<file path="config.mk">
export PLATFORM = sky130hd
export DESIGN_NAME = extended_job_message_parser_flat
export DESIGN_NICKNAME = d
export VERILOG_FILES = /design/src/rtl/ejm_pkg.sv /design/src/rtl/ejm_if.sv /design/src/rtl/ejm_front.sv /design/src/rtl/ejm_queue.sv /design/src/rtl/ejm_back.sv /design/src/rtl/extended_job_message_parser.sv /design/src/flat_wrapper.sv
export SDC_FILE = /design/constraint.sdc
export NUM_CORES = 1
export LEC_CHECK = 0
export ABC_CLOCK_PERIOD_IN_PS = 7890
export BUFFER_PORTS_ARGS = -buffer_cell sky130_fd_sc_hd__buf_2
export CAP_MARGIN = 20
export CORE_UTILIZATION = 59
export DETAILED_ROUTE_END_ITERATION = 10
export GPL_TIMING_DRIVEN = 0
export PLACE_DENSITY = 0.77
export SLEW_MARGIN = 20
export SYNTH_ARGS = -nofsm -noshare
export SYNTH_HDL_FRONTEND = slang
export SYNTH_HIERARCHICAL = 1
export SYNTH_SLANG_ARGS = --single-unit
</file>
<file path="constraint.sdc">
create_clock -name clk -period 7.89 [get_ports clk]
set_input_delay 1.578 -clock clk [delete_from_list [all_inputs] [get_ports clk]]
set_output_delay 1.578 -clock clk [all_outputs]
set_load 0.01 [all_outputs]
</file>
<file path="src/rtl/ejm_pkg.sv">
// shared types and constants of the extended job message parser
// no dependencies

package ejm_pkg;

    // result kinds
    localparam logic [3:0] KIND_CHAN      = 4'd0;
    localparam logic [3:0] KIND_JOB       = 4'd1;
    localparam logic [3:0] KIND_NTIMEFLAG = 4'd2;
    localparam logic [3:0] KIND_NTIME     = 4'd3;
    localparam logic [3:0] KIND_VER       = 4'd4;
    localparam logic [3:0] KIND_ROLL      = 4'd5;
    localparam logic [3:0] KIND_MCOUNT    = 4'd6;
    localparam logic [3:0] KIND_MBYTE     = 4'd7;
    localparam logic [3:0] KIND_PLEN      = 4'd8;
    localparam logic [3:0] KIND_PBYTE     = 4'd9;
    localparam logic [3:0] KIND_SLEN      = 4'd10;
    localparam logic [3:0] KIND_SBYTE     = 4'd11;
    localparam logic [3:0] KIND_STATUS    = 4'd12;

    localparam logic [7:0] NTIME_PRESENT  = 8'h01;
    localparam int         BRANCH_BYTES   = 32;

    localparam int DEF_MAX_BRANCHES     = 16;
    localparam int DEF_MAX_PREFIX_BYTES = 1024;
    localparam int DEF_MAX_SUFFIX_BYTES = 1024;

    localparam int QUEUE_DEPTH = 4;

    // what one input byte causes: an optional field and an optional status
    typedef struct packed {
        logic        has_field;
        logic [3:0]  kind;
        logic [31:0] value;
        logic [15:0] index;
        logic        has_status;
        logic        bad;
    } ejm_entry_t;

endpackage

</file>
<file path="src/rtl/ejm_if.sv">
// valid/ready channel interfaces for payload bytes and parsed results
// depends on nothing

interface ejm_byte_if;
    logic       valid;
    logic       ready;
    logic [7:0] data_byte;
    logic       last_byte;

    modport source (output valid, output data_byte, output last_byte, input ready);
    modport sink   (input valid, input data_byte, input last_byte, output ready);
endinterface

interface ejm_result_if;
    logic        valid;
    logic        ready;
    logic [3:0]  field_kind;
    logic [31:0] field_value;
    logic [15:0] elem_index;
    logic        run_end;

    modport source (output valid, output field_kind, output field_value,
                    output elem_index, output run_end, input ready);
    modport sink   (input valid, input field_kind, input field_value,
                    input elem_index, input run_end, output ready);
endinterface

</file>
<file path="src/rtl/ejm_front.sv">
// front end: accepts payload bytes, tracks the field position, builds queue entries
// depends on ejm_pkg and ejm_byte_if

module ejm_front
    import ejm_pkg::*;
#(
    parameter int MAX_BRANCHES     = DEF_MAX_BRANCHES,
    parameter int MAX_PREFIX_BYTES = DEF_MAX_PREFIX_BYTES,
    parameter int MAX_SUFFIX_BYTES = DEF_MAX_SUFFIX_BYTES
)
(
    input  logic         clk,
    input  logic         rst_n,
    ejm_byte_if.sink     bytes,
    input  logic         q_full,
    output logic         push,
    output ejm_entry_t   push_entry
);

    localparam logic [3:0] PH_CHAN   = 4'd0;
    localparam logic [3:0] PH_JOB    = 4'd1;
    localparam logic [3:0] PH_FLAG   = 4'd2;
    localparam logic [3:0] PH_NTIME  = 4'd3;
    localparam logic [3:0] PH_VER    = 4'd4;
    localparam logic [3:0] PH_ROLL   = 4'd5;
    localparam logic [3:0] PH_MCOUNT = 4'd6;
    localparam logic [3:0] PH_MBYTE  = 4'd7;
    localparam logic [3:0] PH_PLEN   = 4'd8;
    localparam logic [3:0] PH_PBYTE  = 4'd9;
    localparam logic [3:0] PH_SLEN   = 4'd10;
    localparam logic [3:0] PH_SBYTE  = 4'd11;
    localparam logic [3:0] PH_DONE   = 4'd12;

    logic [3:0]  phase_reg, phase_next;
    logic [15:0] cnt_reg, cnt_next;
    logic [31:0] acc_reg, acc_next;
    logic [15:0] remain_reg, remain_next;
    logic        err_reg, err_next;
    logic        done_reg, done_next;

    logic        accept;
    logic [7:0]  b;
    logic [1:0]  pos;
    logic [31:0] gval;
    logic [15:0] cnt_inc;
    logic [15:0] remain_dec;
    logic [15:0] pos_inc;
    logic        fv;
    logic [3:0]  fkind;
    logic [31:0] fvalue;
    logic [15:0] findex;

    assign bytes.ready = !q_full;
    assign accept      = bytes.valid && !q_full;
    assign b           = bytes.data_byte;
    assign pos         = cnt_reg[1:0];
    assign gval        = acc_reg | ({24'd0, b} << {pos, 3'b000});
    assign cnt_inc     = cnt_reg + 16'd1;
    assign remain_dec  = remain_reg - 16'd1;
    assign pos_inc     = {14'd0, pos} + 16'd1;

    always_comb
    begin
        phase_next  = phase_reg;
        cnt_next    = cnt_reg;
        acc_next    = acc_reg;
        remain_next = remain_reg;
        err_next    = err_reg;
        done_next   = done_reg;
        fv          = 1'b0;
        fkind       = KIND_CHAN;
        fvalue      = gval;
        findex      = 16'd0;

        case (phase_reg)
            PH_CHAN, PH_JOB, PH_NTIME, PH_VER:
            begin
                if (pos == 2'd3)
                begin
                    fv       = 1'b1;
                    acc_next = 32'd0;
                    cnt_next = 16'd0;
                    case (phase_reg)
                        PH_CHAN:
                        begin
                            fkind      = KIND_CHAN;
                            phase_next = PH_JOB;
                        end
                        PH_JOB:
                        begin
                            fkind      = KIND_JOB;
                            phase_next = PH_FLAG;
                        end
                        PH_NTIME:
                        begin
                            fkind      = KIND_NTIME;
                            phase_next = PH_VER;
                        end
                        default:
                        begin
                            fkind      = KIND_VER;
                            phase_next = PH_ROLL;
                        end
                    endcase
                end
                else
                begin
                    acc_next = gval;
                    cnt_next = pos_inc;
                end
            end
            PH_FLAG:
            begin
                fv         = 1'b1;
                fkind      = KIND_NTIMEFLAG;
                fvalue     = {31'd0, b == NTIME_PRESENT};
                phase_next = (b == NTIME_PRESENT) ? PH_NTIME : PH_VER;
            end
            PH_ROLL:
            begin
                fv         = 1'b1;
                fkind      = KIND_ROLL;
                fvalue     = {31'd0, b != 8'd0};
                phase_next = PH_MCOUNT;
            end
            PH_MCOUNT:
            begin
                fv     = 1'b1;
                fkind  = KIND_MCOUNT;
                fvalue = {24'd0, b};
                if ({24'd0, b} > 32'(MAX_BRANCHES))
                begin
                    err_next   = 1'b1;
                    phase_next = PH_DONE;
                end
                else if (b == 8'd0)
                begin
                    phase_next = PH_PLEN;
                end
                else
                begin
                    remain_next = 16'({8'd0, b} * 16'(BRANCH_BYTES));
                    cnt_next    = 16'd0;
                    phase_next  = PH_MBYTE;
                end
            end
            PH_PLEN, PH_SLEN:
            begin
                if (pos != 2'd0)
                begin
                    fv       = 1'b1;
                    fkind    = (phase_reg == PH_PLEN) ? KIND_PLEN : KIND_SLEN;
                    acc_next = 32'd0;
                    cnt_next = 16'd0;
                    if (phase_reg == PH_PLEN)
                    begin
                        if (gval > 32'(MAX_PREFIX_BYTES))
                        begin
                            err_next   = 1'b1;
                            phase_next = PH_DONE;
                        end
                        else if (gval == 32'd0)
                        begin
                            phase_next = PH_SLEN;
                        end
                        else
                        begin
                            remain_next = gval[15:0];
                            phase_next  = PH_PBYTE;
                        end
                    end
                    else
                    begin
                        if (gval > 32'(MAX_SUFFIX_BYTES))
                        begin
                            err_next   = 1'b1;
                            phase_next = PH_DONE;
                        end
                        else if (gval == 32'd0)
                        begin
                            done_next  = 1'b1;
                            phase_next = PH_DONE;
                        end
                        else
                        begin
                            remain_next = gval[15:0];
                            phase_next  = PH_SBYTE;
                        end
                    end
                end
                else
                begin
                    acc_next = gval;
                    cnt_next = pos_inc;
                end
            end
            PH_MBYTE, PH_PBYTE, PH_SBYTE:
            begin
                fv          = 1'b1;
                fvalue      = {24'd0, b};
                findex      = cnt_reg;
                cnt_next    = cnt_inc;
                remain_next = remain_dec;
                case (phase_reg)
                    PH_MBYTE: fkind = KIND_MBYTE;
                    PH_PBYTE: fkind = KIND_PBYTE;
                    default:  fkind = KIND_SBYTE;
                endcase
                if (remain_dec == 16'd0)
                begin
                    cnt_next = 16'd0;
                    case (phase_reg)
                        PH_MBYTE: phase_next = PH_PLEN;
                        PH_PBYTE: phase_next = PH_SLEN;
                        default:
                        begin
                            done_next  = 1'b1;
                            phase_next = PH_DONE;
                        end
                    endcase
                end
            end
            default:
            begin
            end
        endcase

        push_entry.has_field  = fv;
        push_entry.kind       = fkind;
        push_entry.value      = fvalue;
        push_entry.index      = findex;
        push_entry.has_status = bytes.last_byte;
        push_entry.bad        = err_next || !done_next;

        // final byte: status goes out and the next byte starts a new message
        if (bytes.last_byte)
        begin
            phase_next  = PH_CHAN;
            cnt_next    = 16'd0;
            acc_next    = 32'd0;
            remain_next = 16'd0;
            err_next    = 1'b0;
            done_next   = 1'b0;
        end
    end

    assign push = accept && (fv || bytes.last_byte);

    always_ff @(posedge clk or negedge rst_n)
    begin
        if (!rst_n)
        begin
            phase_reg  <= PH_CHAN;
            cnt_reg    <= 16'd0;
            acc_reg    <= 32'd0;
            remain_reg <= 16'd0;
            err_reg    <= 1'b0;
            done_reg   <= 1'b0;
        end
        else if (accept)
        begin
            phase_reg  <= phase_next;
            cnt_reg    <= cnt_next;
            acc_reg    <= acc_next;
            remain_reg <= remain_next;
            err_reg    <= err_next;
            done_reg   <= done_next;
        end
    end

endmodule

</file>
<file path="src/rtl/ejm_queue.sv">
// short queue between front and back end
// depends on ejm_pkg

module ejm_queue
    import ejm_pkg::*;
(
    input  logic       clk,
    input  logic       rst_n,
    input  logic       push,
    input  ejm_entry_t push_entry,
    input  logic       pop,
    output logic       full,
    output logic       empty,
    output ejm_entry_t head
);

    localparam int PTR_W = $clog2(QUEUE_DEPTH);
    localparam int CNT_W = $clog2(QUEUE_DEPTH + 1);

    ejm_entry_t       mem_reg [QUEUE_DEPTH];
    logic [PTR_W-1:0] wr_ptr_reg;
    logic [PTR_W-1:0] rd_ptr_reg;
    logic [CNT_W-1:0] count_reg;

    assign full  = (count_reg == CNT_W'(QUEUE_DEPTH));
    assign empty = (count_reg == '0);
    assign head  = mem_reg[rd_ptr_reg];

    always_ff @(posedge clk)
    begin
        if (push)
        begin
            mem_reg[wr_ptr_reg] <= push_entry;
        end
    end

    always_ff @(posedge clk or negedge rst_n)
    begin
        if (!rst_n)
        begin
            wr_ptr_reg <= '0;
            rd_ptr_reg <= '0;
            count_reg  <= '0;
        end
        else
        begin
            if (push)
            begin
                wr_ptr_reg <= (wr_ptr_reg == PTR_W'(QUEUE_DEPTH - 1)) ? '0
                                                                      : wr_ptr_reg + PTR_W'(1);
            end
            if (pop)
            begin
                rd_ptr_reg <= (rd_ptr_reg == PTR_W'(QUEUE_DEPTH - 1)) ? '0
                                                                      : rd_ptr_reg + PTR_W'(1);
            end
            case ({push, pop})
                2'b10:   count_reg <= count_reg + CNT_W'(1);
                2'b01:   count_reg <= count_reg - CNT_W'(1);
                default: count_reg <= count_reg;
            endcase
        end
    end

    a_no_overflow: assert property (@(posedge clk) disable iff (!rst_n)
        full |-> !push) else $error("queue written while full");
    a_no_underflow: assert property (@(posedge clk) disable iff (!rst_n)
        empty |-> !pop) else $error("queue read while empty");
    a_count_range: assert property (@(posedge clk) disable iff (!rst_n)
        count_reg <= CNT_W'(QUEUE_DEPTH)) else $error("queue count out of range");

endmodule

</file>
<file path="src/rtl/ejm_back.sv">
// back end: splits queue entries into result items, holds them in the output register
// depends on ejm_pkg and ejm_result_if

module ejm_back
    import ejm_pkg::*;
(
    input  logic          clk,
    input  logic          rst_n,
    input  logic          q_empty,
    input  ejm_entry_t    head,
    output logic          pop,
    ejm_result_if.source  results
);

    logic        valid_reg;
    logic [3:0]  kind_reg;
    logic [31:0] value_reg;
    logic [15:0] index_reg;
    logic        run_end_reg;
    logic        pend_reg;
    logic        pend_bad_reg;
    logic        load;

    assign results.valid       = valid_reg;
    assign results.field_kind  = kind_reg;
    assign results.field_value = value_reg;
    assign results.elem_index  = index_reg;
    assign results.run_end     = run_end_reg;

    assign load = !valid_reg || results.ready;
    // a waiting status has priority over the next entry
    assign pop  = load && !pend_reg && !q_empty;

    always_ff @(posedge clk or negedge rst_n)
    begin
        if (!rst_n)
        begin
            valid_reg    <= 1'b0;
            pend_reg     <= 1'b0;
        end
        else if (load)
        begin
            if (pend_reg)
            begin
                valid_reg <= 1'b1;
                pend_reg  <= 1'b0;
            end
            else if (!q_empty)
            begin
                valid_reg <= 1'b1;
                pend_reg  <= head.has_field && head.has_status;
            end
            else
            begin
                valid_reg <= 1'b0;
            end
        end
    end

    always_ff @(posedge clk)
    begin
        if (load)
        begin
            if (pend_reg)
            begin
                kind_reg    <= KIND_STATUS;
                value_reg   <= {31'd0, pend_bad_reg};
                index_reg   <= 16'd0;
                run_end_reg <= 1'b1;
            end
            else if (!q_empty)
            begin
                pend_bad_reg <= head.bad;
                if (head.has_field)
                begin
                    kind_reg    <= head.kind;
                    value_reg   <= head.value;
                    index_reg   <= head.index;
                    run_end_reg <= !head.has_status;
                end
                else
                begin
                    kind_reg    <= KIND_STATUS;
                    value_reg   <= {31'd0, head.bad};
                    index_reg   <= 16'd0;
                    run_end_reg <= 1'b1;
                end
            end
        end
    end

    a_pend_needs_item: assert property (@(posedge clk) disable iff (!rst_n)
        pend_reg |-> valid_reg) else $error("status pending without a field in the register");
    a_status_ends_run: assert property (@(posedge clk) disable iff (!rst_n)
        valid_reg && kind_reg == KIND_STATUS |-> run_end_reg)
        else $error("status item without run end");
    a_open_run_pending: assert property (@(posedge clk) disable iff (!rst_n)
        valid_reg && !run_end_reg |-> pend_reg)
        else $error("open run with no status waiting");

endmodule

</file>
<file path="src/rtl/extended_job_message_parser.sv">
// extended job message parser: byte stream in, parsed field items out
// depends on ejm_pkg, ejm_if, ejm_front, ejm_queue and ejm_back
//
// bytes: one payload byte per item, last_byte set on the final byte of the payload.
// results: one item per completed field (channel id, job id, ntime flag, ntime,
// version, rolling flag, merkle count and bytes, prefix and suffix lengths and
// bytes) and exactly one status item at the final byte (value 0 ok, 1 error).
// run_end marks the last result caused by one byte; a byte causes zero, one or
// two results (the field it completes, then the status).
// a result goes into the queue when its byte is accepted, then into the output
// register; a status that follows a field is loaded once the field is taken.
// throughput: one byte per cycle; the results of a byte leave one after the other,
// and a four-entry queue between the byte parser and the output stage absorbs
// them. ready drops only while that queue is full.
// if the receiver stalls, the output register holds its item and the queue fills;
// then bytes are refused until space frees up.
// reset clears the parse position, the queue and the output register; the
// next byte is the first byte of a message. after the final byte the parser
// starts over by itself.

module extended_job_message_parser
    import ejm_pkg::*;
#(
    parameter int MAX_BRANCHES     = DEF_MAX_BRANCHES,
    parameter int MAX_PREFIX_BYTES = DEF_MAX_PREFIX_BYTES,
    parameter int MAX_SUFFIX_BYTES = DEF_MAX_SUFFIX_BYTES
)
(
    input  logic          clk,
    input  logic          rst_n,
    ejm_byte_if.sink      bytes,
    ejm_result_if.source  results
);

    logic       q_full;
    logic       q_empty;
    logic       push;
    logic       pop;
    ejm_entry_t push_entry;
    ejm_entry_t head;

    ejm_front #(
        .MAX_BRANCHES     (MAX_BRANCHES),
        .MAX_PREFIX_BYTES (MAX_PREFIX_BYTES),
        .MAX_SUFFIX_BYTES (MAX_SUFFIX_BYTES)
    ) u_front (
        .clk        (clk),
        .rst_n      (rst_n),
        .bytes      (bytes),
        .q_full     (q_full),
        .push       (push),
        .push_entry (push_entry)
    );

    ejm_queue u_queue (
        .clk        (clk),
        .rst_n      (rst_n),
        .push       (push),
        .push_entry (push_entry),
        .pop        (pop),
        .full       (q_full),
        .empty      (q_empty),
        .head       (head)
    );

    ejm_back u_back (
        .clk     (clk),
        .rst_n   (rst_n),
        .q_empty (q_empty),
        .head    (head),
        .pop     (pop),
        .results (results)
    );

endmodule

</file>
<file path="src/flat_wrapper.sv">
// flat-port wrapper written by rule: the top's interface ports become plain ports
module extended_job_message_parser_flat import ejm_pkg::*;
#(
    parameter int MAX_BRANCHES     = DEF_MAX_BRANCHES,
    parameter int MAX_PREFIX_BYTES = DEF_MAX_PREFIX_BYTES,
    parameter int MAX_SUFFIX_BYTES = DEF_MAX_SUFFIX_BYTES
)
  (clk, rst_n, bytes_valid, bytes_data_byte, bytes_last_byte, bytes_ready, results_valid, results_field_kind, results_field_value, results_elem_index, results_run_end, results_ready);
  ejm_byte_if bytes_i ();
  ejm_result_if results_i ();
  input  logic clk;
  input  logic rst_n;
  input wire logic [$bits(bytes_i.valid)-1:0] bytes_valid;
  input wire logic [$bits(bytes_i.data_byte)-1:0] bytes_data_byte;
  input wire logic [$bits(bytes_i.last_byte)-1:0] bytes_last_byte;
  output wire logic [$bits(bytes_i.ready)-1:0] bytes_ready;
  output wire logic [$bits(results_i.valid)-1:0] results_valid;
  output wire logic [$bits(results_i.field_kind)-1:0] results_field_kind;
  output wire logic [$bits(results_i.field_value)-1:0] results_field_value;
  output wire logic [$bits(results_i.elem_index)-1:0] results_elem_index;
  output wire logic [$bits(results_i.run_end)-1:0] results_run_end;
  input wire logic [$bits(results_i.ready)-1:0] results_ready;
  assign bytes_i.valid = bytes_valid;
  assign bytes_i.data_byte = bytes_data_byte;
  assign bytes_i.last_byte = bytes_last_byte;
  assign bytes_ready = bytes_i.ready;
  assign results_valid = results_i.valid;
  assign results_field_kind = results_i.field_kind;
  assign results_field_value = results_i.field_value;
  assign results_elem_index = results_i.elem_index;
  assign results_run_end = results_i.run_end;
  assign results_i.ready = results_ready;
  extended_job_message_parser #(.MAX_BRANCHES(MAX_BRANCHES), .MAX_PREFIX_BYTES(MAX_PREFIX_BYTES), .MAX_SUFFIX_BYTES(MAX_SUFFIX_BYTES)) u_core (.clk(clk), .rst_n(rst_n), .bytes(bytes_i), .results(results_i));
endmodule
</file>
==> flow_summary.ini, run 1 <==
[synth]
synth.cell_area_um2 = 15340
synth-seq-cells = 353
yosysUniqueCellTypes = 77
postSynthAreaPerCell_um2 = 14.29
synth.area.top_cells = edfxtp_1, dfrtp_1, mux4_2
ys_top_cells_by_count = edfxtp_1, nor2_1, a21oi_1
synth_area_leader_cell = edfxtp_1
synthArstFlopShare = 0.2238
yosysWarnings = 6
synth_nets = 1097
yosysMostFrequentCell = edfxtp_1
yosysTopAreaCellShare = 0.5365
ys_seq_area_frac = 0.6654
ys.flop_type = edfxtp_1
synthCells = 1073
synth-edff-count = 274

[clock_network]
insertion_delay_ns = 0.53
cts_inserted_buffers = 37
htree_levels = 2
clk_pin_slew_ns = 0.06
hold_buffers = 0
clk_path_buf_depth = 3
clock-sinks = 353
cts_tree = built
post-cts-setup-buffers = 0
cts-resized-gates = 0
cts-root-buf = clkbuf_16

[floorplanning]
die_w_um = 163.2
die_h_um = 163.2
core_area_um2 = 25330
fp-row-count = 58
die_area_um2 = 26640
io_pins = 68
initial_core_util = 0.6056

[drt]
wl_per_cell_um = 22.39
vias = 9835
ant_nets = 0
post_drt_via_cell_ratio = 6.362
drt_first_iter_violations = 1376
route.detailed.drc = 0
wirelength_um = 34620
firstDrtPassIters = 6

[setup_path]
crit_fanout = 10
critical_path.most_common_cell = buf_2
cp.depth = 9
r2r_cells = 15
crit_path_start_kind = primary input
cp_num_buf_inv = 3
critPathArrivalTime_ns = 4.17
critPathMaxStageDelay_ns = 0.52
crit_type = primary input to flip-flop
critPathSlowestCell = o31a_1
path_delay_family = compound AO/OA/AOI/OAI gates
worstSetupEndpointType = flip-flop
path_cells = buf_2 -> buf_2 -> o32a_1 -> o41ai_1 -> nand4_1 -> o31a_1 -> clkbuf_1 -> o31ai_1 -> o21ai_2
cp.required_ns = 8.28

[power]
peakVddDrop_uv = 218.6
p_leak_nw = 6.402
power.density_nw_per_um2 = 381.0

[global_routing]
grt_pass1_wl_um = 53970
grt_max_degree = 54
overflow = 0
grt_pass1_vias = 9465
antenna_found_initial = 2
grt_usage = 0.2687

[final_layout]
drive_gt1_frac = 0.1919
fillers = 1674
seq_area_um2 = 10200
largest_register_ffs = 220
fin_area_um2 = 17460
final_util = 0.6893
multi_input_area_um2 = 4747
fin_cells = 1546
final_nets = 1209
syn2layout_area_growth_pct = 13.82

[placement]
dpl.hpwl_um = 22600
routabilityCongestion = 0.9069
dp.cells = 1476
port_buffers = 66
placed_area_um2 = 16300

[sta]
setup_viol = 0
hold_slack_ns = 0.4857
setup_tns_ns = 0
fmax_mhz = 264.5
slew_headroom = 0.3073
rsz0062_at_grt = false
finalCriticalPeriod_ns = 3.781
finalCritPeriodShare = 0.4792
worstMarginPinSlew_ns = 1.031
drv_slew = 0
hold_viol_final = 0
fin_worst_skew_ns = 0.01891

[run]
drv_cap = 0

[min_path]
hold_path_class = flip-flop to flip-flop
holdPathStages = 1

[run_status]
status = finished, final reports clean
-- metrics by stage --
stage	total power, mW	setup WS (ns)
finish	6.652	4.109
CTS	6.679	4.176
global placement	4.904	2.027
detailed placement	5.005	3.632
floorplan	4.281	3.183
global route	6.972	3.878
-- final timing paths --
kind | from | to | slack [ns]
max | bytes_data_byte[2] | u_core/u_front/remain_reg[12]$_DFFE_PN0P_ | 4.11
min | u_core/u_front/remain_reg[15]$_DFFE_PN0P_ | u_core/u_front/remain_reg[15]$_DFFE_PN0P_ | 0.49
max reg2reg | u_core/u_front/cnt_reg[1]$_DFFE_PN0P_ | u_core/u_queue/count_reg[2]$_DFFE_PN0P_ | 4.23
min reg2reg | u_core/u_front/remain_reg[15]$_DFFE_PN0P_ | u_core/u_front/remain_reg[15]$_DFFE_PN0P_ | 0.49
max in group asynchronous | rst_n | u_core/u_front/cnt_reg[2]$_DFFE_PN0P_ | 6.29
min in group asynchronous | rst_n | u_core/u_front/remain_reg[2]$_DFFE_PN0P_ | 0.98
-- logic make-up (layout without fill, tap and decap cells) --
| group | Yosys count | in the layout | share of synthesized area |
|---|---|---|---|
| XOR/XNOR | 21 | 21 | 0.01199 |
| buffers and inverters | 84 | 225 | 0.02692 |
| adder cells (fa/ha/maj) | 11 | 11 | 0.009463 |
| AND/OR/NAND/NOR | 336 | 336 | 0.1136 |
| multiplexers | 63 | 63 | 0.08680 |
| flip-flops | 353 | 353 | 0.6654 |
| other | 0 | 2 | 0 |
| AO/OA/AOI/OAI | 205 | 205 | 0.08590 |
-- layer usage --
| layer | share of wire | routed length, µm | vias to the layer above | track usage |
|---|---|---|---|---|
| li1 | - | - | 4324 | - |
| met1 | 0.42 | 14390 | 4892 | 0.3905 |
| met2 | 0.48 | 16560 | 537 | 0.4183 |
| met3 | 0.080 | 2756 | 82 | 0.03809 |
| met4 | 0.026 | 913 | 0 | 0.09558 |
| met5 | 0 | 0 | - | 0 |
-- power breakdown --
group / internal (mW) / switching, mW
clock network: 0.955 / 0.687
registers: 2.63 / 0.191
logic: 0.870 / 1.31
-- cell type report --
type | instances | share of cell area
sequential | 353 | 0.5846
antenna | 2 | 0.0002867
clock buffer | 49 | 0.05684
inverter | 23 | 0.004946
multi-input combinational | 636 | 0.2719
timing repair buffer | 73 | 0.03010
tap | 330 | 0.02365
clock inverter | 19 | 0.008959
buffer | 61 | 0.01871
-- placed cells by master, fill, tap and decap left out, types with 17 or more instances in the layout --
cell type and count:
nor3_1 25, inv_1 21, clkbuf_1 43, nor2_1 111, clkbuf_16 38, nand2_1 47
and2_1 66, o21ai_0 26, a21oi_1 86, dfrtp_1 79, mux4_2 55, edfxtp_1 274
buf_2 76, o31ai_1 17
Note: power is estimated with default switching activity, not from simulation.
==> run 2, diff against run 1 <==
--- a/config.mk
+++ b/config.mk
@@ -5,7 +5,8 @@
 export SDC_FILE = /design/constraint.sdc
 export NUM_CORES = 1
 export LEC_CHECK = 0
-export ABC_CLOCK_PERIOD_IN_PS = 7890
+export ABC_AREA = 1
+export ABC_CLOCK_PERIOD_IN_PS = 3750
 export BUFFER_PORTS_ARGS = -buffer_cell sky130_fd_sc_hd__buf_2
 export CAP_MARGIN = 20
 export CORE_UTILIZATION = 59
==> constraint.sdc (replaced) <==
create_clock -name clk -period 3.75 [get_ports clk]
set_input_delay 0.75 -clock clk [delete_from_list [all_inputs] [get_ports clk]]
set_output_delay 0.75 -clock clk [all_outputs]
set_load 0.01 [all_outputs]
==> flow_summary.ini, run 2 <==
[run_status]
status = finished, final reports clean

[setup_path]
critPathArrivalTime_ns = 3.73
crit_path_start_kind = flip-flop
cp.required_ns = 4.16
crit_fanout = 9
crit_type = flip-flop to flip-flop
worstSetupEndpointType = flip-flop
worst-r2r-setup-slack_ns = 0.43

[power]
p_leak_nw = 8.504
internal_power_mw = 9.636
swShare = 0.3941
pwr-share-seq = 0.374
power.density_nw_per_um2 = 835.2
p_switching_mw = 6.266
p_comb_frac = 0.408
pwr-share-clk = 0.218
peakVddDrop_uv = 398.2

[floorplanning]
die_h_um = 171.3
core_area_um2 = 28010
io_pins = 68
die_w_um = 171.3
initial_core_util = 0.6039
fp-row-count = 61
die_area_um2 = 29350

[synth]
synth_nets = 1758
ys_top_cells_by_count = nand2_1, inv_1, edfxtp_1
synth-edff-count = 274
synthArstFlopShare = 0.2238
yosysUniqueCellTypes = 48
yosysWarnings = 6
synth_area_leader_cell = edfxtp_1
yosysTopAreaCellShare = 0.4864
yosysMostFrequentCell = nand2_1
synth-seq-cells = 353
synthCells = 1734
postSynthAreaPerCell_um2 = 9.756
synth.area.top_cells = edfxtp_1, dfrtp_1, nand2_1
synth.cell_area_um2 = 16920
ys_seq_area_frac = 0.6033
ys.flop_type = edfxtp_1

[clock_network]
htree_levels = 2
cts-root-buf = clkbuf_16
cts-resized-gates = 0
hold_buffers = 0
post-cts-setup-buffers = 0
insertion_delay_ns = 0.52
clk_path_buf_depth = 3
clock-sinks = 353
clk_pin_slew_ns = 0.06
cts_tree = built
cts_inserted_buffers = 37

[global_routing]
grt_max_degree = 44
busiest_layer = met2
gr-usage-met1 = 0.3939
overflow = 0
grtUsageMet3 = 0.04464
grt_pass1_wl_um = 63850
grt_pass1_vias = 12060
grt_use_met2 = 0.4708
grt_usage = 0.2869
antenna_found_initial = 0

[final_layout]
syn2layout_area_growth_pct = 12.55
antenna_cells = 0
final_cell_mix = nand2_1, inv_1, edfxtp_1
final_nets = 1870
drive_gt1_frac = 0.1436
final_common_cell = nand2_1
largest_register_ffs = 220
final_util = 0.6797

[sta]
setup_tns_ns = 0
slew_headroom = 0.4481
worstMarginPinSlew_ns = 0.8149
finalCriticalPeriod_ns = 3.323
worst_slack_ns = 0.4273
rsz0062_at_grt = false
fmax_mhz = 301.0
fin_worst_skew_ns = 0.009651
setup_viol = 0
hold_viol_final = 0
finalCritPeriodShare = 0.8860
drv_slew = 0

[run]
drv_cap = 0

[drt]
wl_per_cell_um = 18.09
ant_nets = 0
wirelength_um = 40730
post_drt_via_cell_ratio = 5.519
drt_first_iter_violations = 1146
vias = 12420
firstDrtPassIters = 5
route.detailed.drc = 0

[placement]
dpl.hpwl_um = 28040
routabilityCongestion = 0.9215
post-place-ws_ns = 0.4990
port_buffers = 67

[min_path]
hold_path_class = primary input to asynchronous set/reset pin
==> run 2: worst paths after layout <==
kind | from | to | cells past startpoint
max | u_core/u_front/phase_reg[2]$_DFFE_PN0P_ | u_core/u_queue/count_reg[2]$_DFFE_PN0P_ | 20
min | rst_n | u_core/u_front/acc_reg[21]$_DFFE_PN0P_ | 1
max reg2reg | u_core/u_front/phase_reg[2]$_DFFE_PN0P_ | u_core/u_queue/count_reg[2]$_DFFE_PN0P_ | 20
min reg2reg | u_core/u_front/acc_reg[15]$_DFFE_PN0P_ | u_core/u_front/acc_reg[15]$_DFFE_PN0P_ | 1
max in group asynchronous | rst_n | u_core/u_queue/count_reg[0]$_DFFE_PN0P_ | 2
min in group clk | u_core/u_front/acc_reg[15]$_DFFE_PN0P_ | u_core/u_front/acc_reg[15]$_DFFE_PN0P_ | 1
==> run 2: metrics by stage <==
| step | instance area [µm²] | cells | power (mW) | hold slack, ns |
|---|---|---|---|---|
| after detailed placement | 17890 | 2185 | 12.37 | 0.4809 |
| after global placement | 17720 | 2179 | 12.12 | 0.4744 |
| after global routing | 19040 | 2251 | 16.88 | 0.2582 |
| after floorplan | 16920 | 1734 | 10.33 | 0.4544 |
| after CTS | 19040 | 2251 | 15.90 | 0.2362 |
| final | 19040 | 2251 | 15.90 | 0.2227 |
==> run 2: power groups by stage <==
stage                     Clock, mW  Sequential [mW]  Combinational (mW)
final                          3.47             5.94                6.49
after global routing           3.67             6.03                7.18
after CTS                      3.53             5.94                6.44
after detailed placement          0             6.00                6.36
after global placement            0             6.02                6.09
after floorplan                   0             6.15                4.18
==> run 2: worst max-delay path, stage by stage, from the launching register on <==
cell and delay (ns):
dfrtp_1 0.40, inv_1 0.07, nand2_1 0.14, inv_1 0.09, nand2_1 0.09, o21ai_1 0.09, nor2_1 0.26, nand2_2 0.15
nor2_2 0.19, nand2_1 0.15, o21ai_1 0.15, inv_1 0.10, clkbuf_1 0.19, inv_1 0.10, ha_1 0.18, inv_1 0.09
fa_1 0.45, nand2_1 0.11, nand3_1 0.09, nand2_1 0.06, nand2_1 0.04
==> run 2: logic make-up (layout without fill, tap and decap cells) <==
group           after synthesis  after routing  synth area share
compound gates              247            247           0.09963
xor+xnor                     12             12          0.006213
fa+ha+maj                    11             11          0.008580
buf+inv                     398            537            0.1047
flops                       353            353            0.6033
simple gates                713            713            0.1777
==> run 2: final cells by class <==
cell class,count,area [µm²]
fill,2071,8971
buffer,78,569.3
clock inverter,19,147.6
timing repair buffer,73,488.0
tap,378,473.0
multi-input combinational,983,4941
inverter,320,1211
sequential,353,10200
clock buffer,47,1005
==> run 2: metal layers <==
layer  wire [µm]  part of all wire
met5           0                 0
met4        1062             0.026
met3        3045             0.075
met2       19520              0.48
met1       17100              0.42
==> run 3, diff against run 2 <==
--- a/config.mk
+++ b/config.mk
@@ -9,10 +9,13 @@
 export ABC_CLOCK_PERIOD_IN_PS = 3750
 export BUFFER_PORTS_ARGS = -buffer_cell sky130_fd_sc_hd__buf_2
 export CAP_MARGIN = 20
-export CORE_UTILIZATION = 59
+export CELL_PAD_IN_SITES_DETAIL_PLACEMENT = 1
+export CELL_PAD_IN_SITES_GLOBAL_PLACEMENT = 2
+export CORE_UTILIZATION = 40
 export DETAILED_ROUTE_END_ITERATION = 10
 export GPL_TIMING_DRIVEN = 0
-export PLACE_DENSITY = 0.77
+export MAX_ROUTING_LAYER = met4
+export PLACE_DENSITY_LB_ADDON = 0.1
 export SLEW_MARGIN = 20
 export SYNTH_ARGS = -nofsm -noshare
 export SYNTH_HDL_FRONTEND = slang
==> flow_summary.ini, run 3 (synthesis gave the netlist of run 2 again) <==
[power]
swShare = 0.3961
pwr-share-clk = 0.237
p_total_mw = 16.56
p_switching_mw = 6.558
p_leak_nw = 8.570
p_comb_frac = 0.404
pwr-share-seq = 0.359
power.density_nw_per_um2 = 855.0
peakVddDrop_uv = 391.4
internal_power_mw = 9.999

[final_layout]
final_cell_mix = nand2_1, inv_1, edfxtp_1
antenna_cells = 0
final_nets = 1874
final_common_cell = nand2_1
drive_gt1_frac = 0.1431
fin_cells = 2412
syn2layout_area_growth_pct = 14.48
largest_register_ffs = 220
fin_area_um2 = 19370

[sta]
hold_viol_final = 0
worstMarginPinSlew_ns = 1.035
finalCriticalPeriod_ns = 3.348
drv_slew = 0
finalCritPeriodShare = 0.8927
fmax_mhz = 298.7
fin_worst_skew_ns = 0.01394
rsz0062_at_grt = false
slew_headroom = 0.3012
setup_tns_ns = 0
setup_viol = 0

[setup_path]
crit_fanout = 28
cp.required_ns = 3.99
critical_path.most_common_cell = nand2_1
cp_num_buf_inv = 6
critPathMaxStageDelay_ns = 0.41
crit_path_start_kind = flip-flop
r2r_cells = 13
path_delay_family = buffers and inverters
r2r_start = u_core/u_front/phase_reg[2]$_DFFE_PN0P_
critPathSlowestCell = dfrtp_1
worst-r2r-setup-slack_ns = 0.40
path_cells = inv_1 -> nand2_1 -> nor2_2 -> inv_2 -> nor2_1 -> a21oi_1 -> nand2_1 -> o21ai_1 -> inv_1 -> clkbuf_1 -> nand2_1 -> inv_4 -> buf_12
critPathArrivalTime_ns = 3.59
worstSetupEndpointType = flip-flop
crit_type = flip-flop to flip-flop
r2r_end = u_core/u_queue/mem_reg[3][9]$_DFFE_PP_

[clock_network]
post-cts-setup-buffers = 0
cts_inserted_buffers = 41
clock-sinks = 353
clk_path_buf_depth = 3
clk_pin_slew_ns = 0.06
hold_buffers = 0
htree_levels = 2
cts-resized-gates = 0
cts-root-buf = clkbuf_16
cts_tree = built
insertion_delay_ns = 0.55

[placement]
dp.cells = 2339
placed_area_um2 = 18060
port_buffers = 67
dpl.hpwl_um = 34340
routabilityCongestion = 0.8899

[drt]
top_layer_used = met4
vias = 12270
route.detailed.drc = 0
ant_nets = 0
dr_wl_met2_um = 23500
wirelength_um = 47910
drt_first_iter_violations = 703
route.met3.wl_um = 1816
firstDrtPassIters = 4
wl_per_cell_um = 19.86
post_drt_via_cell_ratio = 5.085
wl_met1_um = 21640

[global_routing]
grt_usage = 0.2335
grt_max_degree = 55
antenna_found_initial = 2
overflow = 0
grt_pass1_wl_um = 74020
grt_pass1_vias = 12710

[floorplanning]
die_w_um = 207.6
core_area_um2 = 41290
die_area_um2 = 43120
io_pins = 68
die_h_um = 207.6
initial_core_util = 0.4096
fp-row-count = 74

[run_status]
status = finished, final reports clean

[min_path]
hold_path_class = primary input to asynchronous set/reset pin

[run]
drv_cap = 0
[run 3: cell count changes in the layout (fill, tap and decap cells not counted), sizes merged]
cell,before,now
bufinv,1,4
clkinvlp,2,0
clkinv,15,16
clkbuf,68,73
[run 3: stage by stage]
step	util	hold slack (ns)	setup WS, ns
after floorplan	-	0.4544	0.6323
after global placement	0.4339	0.4733	-1.007
after detailed placement	0.4374	0.4801	0.3787
after CTS	0.4690	0.06780	0.3666
after global routing	0.4690	0.07753	0.09692
final	0.4690	0.08390	0.4025
[run 3: how the worst max path moves through the flow]
stage / startpoint / endpoint / slack [ns] / cells after the start
4_1_cts: u_core/u_front/phase_reg[2]$_DFFE_PN0P_ / u_core/u_queue/mem_reg[3][54]$_DFFE_PP_ / 0.37 / 13
2_1_floorplan: u_core/u_front/cnt_reg[0]$_DFFE_PN0P_ / u_core/u_queue/mem_reg[3][0]$_DFFE_PP_ / 0.63 / 12
3_3_place_gp: u_core/u_front/phase_reg[2]$_DFFE_PN0P_ / u_core/u_queue/mem_reg[3][9]$_DFFE_PP_ / -1.01 / 12
6_report: u_core/u_front/phase_reg[2]$_DFFE_PN0P_ / u_core/u_queue/mem_reg[3][9]$_DFFE_PP_ / 0.40 / 13
3_5_place_dp: u_core/u_front/phase_reg[2]$_DFFE_PN0P_ / u_core/u_queue/mem_reg[3][9]$_DFFE_PP_ / 0.38 / 13
5_1_grt: u_core/u_front/phase_reg[2]$_DFFE_PN0P_ / u_core/u_queue/mem_reg[3][48]$_DFFE_PP_ / 0.1 / 13
[run 3: area by class of cell]
cell class,instances,area (µm²)
buffer,78,569.3
sequential,353,10200
timing repair buffer,73,469.2
fill,4674,21930
clock inverter,21,195.2
tap,532,665.6
inverter,320,1211
multi-input combinational,983,4941
clock buffer,52,1110
[run 3: power groups by stage]
stage	Clock [mW]	Sequential [mW]	Combinational [mW]
after global placement	0	6.04	6.51
after floorplan	0	6.15	4.18
after detailed placement	0	6.03	6.75
final	3.92	5.95	6.69
after global routing	4.16	6.04	7.45
after CTS	4.03	5.96	6.79
[run 3: layer usage]
layer	up-vias	GRT usage
li1	5931	-
met1	6057	0.3004
met2	210	0.3893
met3	67	0.03222
met4	0	0.05875
met5	-	-
[run 3: worst reg2reg max path: stages, from the launching register on]
cell	delay (ns)
dfrtp_1	0.41
inv_1	0.08
nand2_1	0.12
nor2_2	0.33
inv_2	0.16
nor2_1	0.28
a21oi_1	0.07
nand2_1	0.17
o21ai_1	0.08
inv_1	0.15
clkbuf_1	0.31
nand2_1	0.17
inv_4	0.40
buf_12	0.28
